File: src/rtl/tmb_pkg.sv
// Shared types and constants of the text buffer core.
// Depends on nothing; imported by the controller, datapath and top level.
package tmb_pkg;

    localparam int COL_W      = 6;
    localparam int ROW_W      = 5;
    localparam int MAX_COLS   = 1 << COL_W;
    localparam int MAX_ROWS   = 1 << ROW_W;
    localparam int ADDR_W     = COL_W + ROW_W;
    localparam int CELL_COUNT = MAX_COLS * MAX_ROWS;
    localparam int CFG_COLS_W = 7;
    localparam int CFG_ROWS_W = 6;

    localparam logic [7:0] CODE_SPACE = 8'd32;
    localparam logic [7:0] CODE_NL    = 8'd10;
    localparam logic [7:0] CODE_CR    = 8'd13;

    // Glyph geometry: 11x13 pixels, 10 glyphs per font sheet row.
    localparam int GLYPH_W       = 11;
    localparam int GLYPH_H       = 13;
    localparam int SHEET_PER_ROW = 10;
    // Divide by 10 as multiply by 205 then shift 11 (exact below 1029).
    localparam int DIV10_MUL     = 205;
    localparam int DIV10_SHIFT   = 11;

    localparam logic CFG_COLS = 1'b0;
    localparam logic CFG_ROWS = 1'b1;

    typedef enum logic [1:0] {
        OP_PUT   = 2'd0,
        OP_MOVE  = 2'd1,
        OP_CLEAR = 2'd2,
        OP_READ  = 2'd3
    } t_opcode;

    typedef enum logic [2:0] {
        ST_INIT,
        ST_IDLE,
        ST_EXEC,
        ST_RD_DATA,
        ST_RD_COORD,
        ST_CLEAR,
        ST_FINISH
    } t_state;

    typedef struct packed {
        logic capture;
        logic exec;
        logic load_direct;
        logic load_regs;
        logic rd_stage1;
        logic rd_stage2;
        logic sweep;
    } t_cmd;

    typedef struct packed {
        logic    in_valid;
        t_opcode op;
        logic    out_free;
        logic    sweep_last;
    } t_stat;

endpackage

File: src/rtl/tmb_ctrl.sv
// Sequencer of the text buffer core: one item at a time, plus the clear sweep.
// Depends on tmb_pkg; drives the datapath through t_cmd.
module tmb_ctrl (
    input  logic          i_clk,
    input  logic          i_rst_n,
    input  tmb_pkg::t_stat i_stat,
    output tmb_pkg::t_cmd  o_cmd,
    output logic          o_in_ready
);
    import tmb_pkg::*;

    t_state r_state;
    t_state n_state;

    always_ff @(posedge i_clk) begin
        if (!i_rst_n) begin
            r_state <= ST_INIT;
        end else begin
            r_state <= n_state;
        end
    end

    always_comb begin
        n_state    = r_state;
        o_cmd      = '0;
        o_in_ready = 1'b0;
        unique case (r_state)
            ST_INIT: begin
                o_cmd.sweep = 1'b1;
                if (i_stat.sweep_last) begin
                    n_state = ST_IDLE;
                end
            end
            ST_IDLE: begin
                o_in_ready = 1'b1;
                if (i_stat.in_valid) begin
                    o_cmd.capture = 1'b1;
                    n_state       = ST_EXEC;
                end
            end
            ST_EXEC: begin
                o_cmd.exec = 1'b1;
                unique case (i_stat.op)
                    OP_READ:  n_state = ST_RD_DATA;
                    OP_CLEAR: n_state = ST_CLEAR;
                    default: begin
                        if (i_stat.out_free) begin
                            o_cmd.load_direct = 1'b1;
                            n_state           = ST_IDLE;
                        end else begin
                            n_state = ST_FINISH;
                        end
                    end
                endcase
            end
            ST_RD_DATA: begin
                o_cmd.rd_stage1 = 1'b1;
                n_state         = ST_RD_COORD;
            end
            ST_RD_COORD: begin
                o_cmd.rd_stage2 = 1'b1;
                n_state         = ST_FINISH;
            end
            ST_CLEAR: begin
                o_cmd.sweep = 1'b1;
                if (i_stat.sweep_last) begin
                    n_state = ST_FINISH;
                end
            end
            ST_FINISH: begin
                if (i_stat.out_free) begin
                    o_cmd.load_regs = 1'b1;
                    n_state         = ST_IDLE;
                end
            end
            default: n_state = ST_INIT;
        endcase
    end

endmodule

File: config.mk
export PLATFORM = sky130hd
export DESIGN_NAME = tmb_ctrl
export DESIGN_NICKNAME = d
export VERILOG_FILES = /design/src/rtl/tmb_pkg.sv /design/src/rtl/tmb_ctrl.sv
export SDC_FILE = /design/constraint.sdc
export NUM_CORES = 1
export LEC_CHECK = 0
export BUFFER_PORTS_ARGS = -buffer_cell sky130_fd_sc_hd__buf_2
export CAP_MARGIN = 20
export CELL_PAD_IN_SITES_DETAIL_PLACEMENT = 2
export CELL_PAD_IN_SITES_GLOBAL_PLACEMENT = 2
export CORE_MARGIN = 5
export CORE_UTILIZATION = 20
export CTS_CLUSTER_SIZE = 16
export DETAILED_ROUTE_END_ITERATION = 10
export GPL_TIMING_DRIVEN = 0
export PLACE_DENSITY = 0.67
export REMOVE_ABC_BUFFERS = 1
export SLEW_MARGIN = 20
export SYNTH_ARGS = -nofsm -noshare
export SYNTH_HDL_FRONTEND = slang
export SYNTH_SLANG_ARGS = --single-unit
export TNS_END_PERCENT = 5
File: constraint.sdc
create_clock -name i_clk -period 1.4 [get_ports i_clk]
set_input_delay 0.28 -clock i_clk [delete_from_list [all_inputs] [get_ports i_clk]]
set_output_delay 0.28 -clock i_clk [all_outputs]
set_load 0.005 [all_outputs]
; ---- Word level (Yosys, flattened, before mapping)
; Index checks and enable logic that the tools add are counted.
[word_totals]
out_inout_bits = 8
register_bits = 3
wordCells = 34
[op_classes]
eq_ne = 12
mux = 17
reduce_logical = 4
[ops]
columns = operator, count
row1 = one-hot mux 3 bit (7 select lines), 1
row2 = two-way mux 3 bit, 5
row3 = equality test 3 bit (second input constant), 3
row4 = two-way mux 1 bit, 9
row5 = inequality test 2 bit (second input constant), 4
row6 = equality test 3 x 2 -> 1 bit (second input constant), 2
row7 = one-hot mux 3 bit (2 select lines), 1
row8 = equality test 2 bit (second input constant), 2
row9 = AND reduction 4 bit, 1
row10 = OR reduction 2 bit, 2
row11 = equality test 3 x 1 -> 1 bit (second input constant), 1
row12 = zero test 3 bit, 1
row13 = two-way mux 2 bit, 1

; ---- Longest topological paths before layout
[logic_depth]
depth_word = 4
ltp_mapped = 4
depth_no_buf = 3

; ---- Least setup slack after synthesis
; Ideal clock, no wire load.
[synth_path]
path_type = register to output
startpoint = register r_state[1]
endpoint = output port o_cmd[4] in the netlist's numbering
arrival_time_ns = 0.846
path_stages_with_launch = 5
required_time_ns = 1.120
setup_slack_ns = 0.274
cell_sequence = dfxtp_1 > buf_2 > and2b_1 > nand2_1 > nor3_1
[synth_rtl]
columns = element, line
row1 = start: declaration, tmb_ctrl.sv:12  ; t_state r_state;
row2 = start signal: assignment, tmb_ctrl.sv:19  ; r_state <= n_state;
row3 = end: declaration, tmb_ctrl.sv:7  ; output tmb_pkg::t_cmd o_cmd,

==> metrics.txt <==
# TYPE chip_impl_metric gauge
chip_impl_info{name="outcome",value="finished clean"} 1
chip_impl_info{name="layout_common_cells",value="buf_2 (14), buf_4 (5)"} 1
chip_impl_metric{name="max_slew_margin",unit="%"} 83.1
chip_impl_metric{name="ys_types",unit=""} 23
chip_impl_metric{name="hold_path_depth",unit=""} 2
chip_impl_metric{name="die-width",unit="um"} 48.3
chip_impl_metric{name="initial_core_util",unit="%"} 21.7
chip_impl_metric{name="final.min_clock_period",unit="ps"} 1370
chip_impl_metric{name="number_of_flip_flops_in_the_largest_register",unit=""} 3
chip_impl_metric{name="p_leak",unit="nW"} 0.249
chip_impl_metric{name="grt_start_max_net_pins",unit=""} 16
chip_impl_metric{name="synthCells",unit=""} 39
chip_impl_info{name="largest-register",value="r_state"} 1
chip_impl_metric{name="vias",unit=""} 368
chip_impl_metric{name="final_layout_size_suffix_gt1_share",unit="%"} 45.8
chip_impl_metric{name="cts_max_level",unit=""} 1
chip_impl_metric{name="fin_nets",unit=""} 67
chip_impl_metric{name="ir_drop",unit="mV"} 0.234
chip_impl_metric{name="drc",unit=""} 0
chip_impl_metric{name="timing.final.max_slew_violations",unit=""} 0
chip_impl_metric{name="global_route.usage.total",unit="%"} 11.6
chip_impl_info{name="critical_path.reg2reg.endpoint",value="r_state[0]"} 1
chip_impl_metric{name="fin_worst_hold_slack",unit="ps"} 295
chip_impl_metric{name="design.die.area",unit="um2"} 2330
chip_impl_metric{name="synthesis.area_per_instance",unit="um2"} 7.51
chip_impl_info{name="top_registers",value="r_state: 3 flops"} 1
chip_impl_metric{name="wire_length_of_the_first_global_routing_pass",unit="mm"} 1.78
chip_impl_info{name="reg2reg_from",value="r_state[0]"} 1
chip_impl_info{name="cp-startpoint",value="r_state[0]"} 1
chip_impl_info{name="min_delay_startpoint",value="i_rst_n"} 1
chip_impl_metric{name="clk-insertion-delay-late",unit="ps"} 230
chip_impl_info{name="critical_path.cell_chain",value="buf_4, nand2b_1, nor2_1, buf_2"} 1
chip_impl_metric{name="timing.final.crit_share",unit="%"} 97.6
chip_impl_info{name="cts.root.buffer_cell",value="clkbuf_4"} 1
chip_impl_metric{name="placement_rows",unit=""} 13
chip_impl_metric{name="core_region_area",unit="um2"} 1350
chip_impl_info{name="rsz0062_at_grt",value="true"} 1
chip_impl_metric{name="final_util",unit="%"} 32.8
chip_impl_metric{name="io_pins",unit=""} 15
chip_impl_metric{name="cap_violations",unit=""} 0
chip_impl_metric{name="worstRegToRegCells",unit=""} 3
chip_impl_metric{name="antenna_cells_inserted",unit=""} 0
chip_impl_metric{name="hpwlAfterDp",unit="um"} 679
chip_impl_metric{name="finalSetupViolations",unit=""} 0
chip_impl_metric{name="p_per_area",unit="nW/um2"} 1020
chip_impl_metric{name="max_slew.worst_pin.slew",unit="ps"} 252
chip_impl_metric{name="cts_num_sinks",unit=""} 3
chip_impl_info{name="most_common_cell_after_layout_fill_and_taps_aside",value="buf_2"} 1
chip_impl_metric{name="ys_seq_area_share",unit="%"} 20.5
chip_impl_metric{name="route.detailed.wl_per_inst",unit="um"} 13.4
chip_impl_metric{name="drt_first_pass_iters",unit=""} 2
chip_impl_metric{name="cts_buffers",unit=""} 3
chip_impl_metric{name="max-clock-path-buffers",unit=""} 2
chip_impl_metric{name="critical_path_required",unit="ps"} 1120
chip_impl_info{name="critical_path_class",value="reg2out"} 1
chip_impl_metric{name="synth.ff_latch_count",unit=""} 3
chip_impl_info{name="worst_path_max_delay_cell",value="dfxtp_4"} 1
chip_impl_metric{name="synthesis.area",unit="um2"} 293
chip_impl_info{name="cts_tree",value="done"} 1
chip_impl_metric{name="clock-skew-final",unit="ps"} 5.20
chip_impl_metric{name="number_of_global_route_vias_before_repair",unit=""} 411
chip_impl_metric{name="timing_hold_violations_final",unit=""} 0
chip_impl_metric{name="final_antenna_net_count",unit=""} 0
chip_impl_metric{name="post_drt_via_cell_ratio",unit=""} 4.97
chip_impl_metric{name="clk_pin_slew_worst_paths",unit="ps"} 40
chip_impl_metric{name="globalRouteOverflowTotal",unit=""} 0
chip_impl_metric{name="gpl.final_weighted_congestion",unit=""} 0.669
chip_impl_metric{name="timing.critical_path.arrival",unit="ps"} 1090
chip_impl_metric{name="syn2layout_area_growth",unit="%"} 51.3
chip_impl_metric{name="ff2ff_setup_slack",unit="ps"} 150
chip_impl_metric{name="detail_route.iter0.violations",unit=""} 1
chip_impl_metric{name="synth_warn",unit=""} 0
chip_impl_metric{name="route.final.wire_length",unit="um"} 991
chip_impl_info{name="timing.critical_path.from_type",value="flop"} 1
chip_impl_info{name="min_delay_worst_endpoint",value="r_state[1]"} 1
chip_impl_metric{name="buffer_ports.inserted",unit=""} 14
chip_impl_metric{name="die_height",unit="um"} 48.3
chip_impl_metric{name="antenna_found_initial",unit=""} 0
chip_impl_metric{name="maxClockFrequency",unit="MHz"} 732
chip_impl_metric{name="worst-path-max-fanout",unit=""} 4
chip_impl_info{name="hold_path.class",value="in2reg"} 1
chip_impl_metric{name="critical-path-max-stage-delay",unit="ps"} 350
chip_impl_info{name="timing.critical_path.to_type",value="output port"} 1
## cells in the mapped netlist
cell / n / area, um2
nor2_1: 4 / 15.0
dfxtp_1: 3 / 60.1
nor3_1: 2 / 10.0
mux2i_1: 1 / 10.0
nor3b_1: 1 / 7.51
o211a_1: 2 / 20.0
a211o_1: 1 / 8.76
a21oi_1: 2 / 10.0
nand2b_1: 3 / 18.8
o21ai_0: 1 / 5.00
xor2_1: 1 / 8.76
and2_1: 1 / 6.26
nor4_1: 1 / 6.26
buf_6: 1 / 11.3
nand3b_1: 3 / 22.5
a211oi_1: 1 / 7.51
and2b_1: 2 / 15.0
a31oi_1: 1 / 6.26
inv_1: 1 / 3.75
or4b_1: 1 / 10.0
nand2_1: 2 / 7.51
and3_1: 2 / 12.5
buf_2: 2 / 10.0
## layer usage
metal  global-route usage [%]  vias to the layer above  wire length [um]
li1                         -                      181                 -
met1                     11.8                      174               415
met2                     19.8                       11               503
met3                     3.69                        2                51
met4                     8.06                        0                21
met5                        0                        -                 0
## cells by family after synthesis
group	Yosys count	synth area share [%]
AND/OR/NAND/NOR	22	44.9
buffers and inverters	4	8.55
AO/OA/AOI/OAI	8	19.7
XOR/XNOR	1	2.99
multiplexers	1	3.42
flip-flops	3	20.5
## report_power, final
part | internal [W] | switching, W | leakage (nW) | total [W]
logic | 0.0000969 | 0.0000741 | 0.208 | 0.000171
registers | 0.000101 | 0.0000283 | 0.0267 | 0.000129
clock network | 0.000107 | 0.0000444 | 0.0150 | 0.000151
## critical path: cells and delay by family (launching register included)
family                 cells  cell delay (ps)
buffers and inverters      2              250
DFF                        1              350
and+or+nand+nor            2              260
## worst max path at each step
stage / to / slack (ps) / cells after the start
CTS: o_cmd[4] / -20 / 4
floorplan: r_state[1] / 220 / 3
finish: o_cmd[5] / 30 / 4
global placement: o_cmd[3] / -4 / 3
global route: o_cmd[4] / -30 / 4
detailed placement: o_cmd[3] / -4 / 3
## layout make-up
| class | instances | area [um2] |
|---|---|---|
| fill | 169 | 907 |
| inverter | 1 | 3.75 |
| multi-input combinational | 32 | 215 |
| clock buffer | 4 | 26.3 |
| sequential | 3 | 71.3 |
| timing repair buffer | 19 | 108 |
| tap | 15 | 18.8 |
## metrics by stage
| step | area, um2 | power [W] | cells | setup slack [ps] | setup TNS, ps |
|---|---|---|---|---|---|
| after floorplan | 272 | 0.000204 | 36 | 219 | 0 |
| after CTS | 420 | 0.000450 | 72 | -24.1 | -24.1 |
| after detailed placement | 360 | 0.000266 | 65 | -3.54 | -3.54 |
| after global routing | 443 | 0.000500 | 74 | -28.4 | -82.6 |
| final | 443 | 0.000452 | 74 | 33.4 | 0 |
| after global placement | 360 | 0.000263 | 65 | -4.14 | -7.46 |
## repair_timing
action,4_1_cts,5_1_grt
setup buffers,3,2
hold buffers,0,0
cloned,0,0
pin swaps,0,2
endpoints found under the setup margin,8,6
resized for setup,6,2
hold endpoints to repair,0,0
No activity file was read; power rests on OpenSTA's default activity.
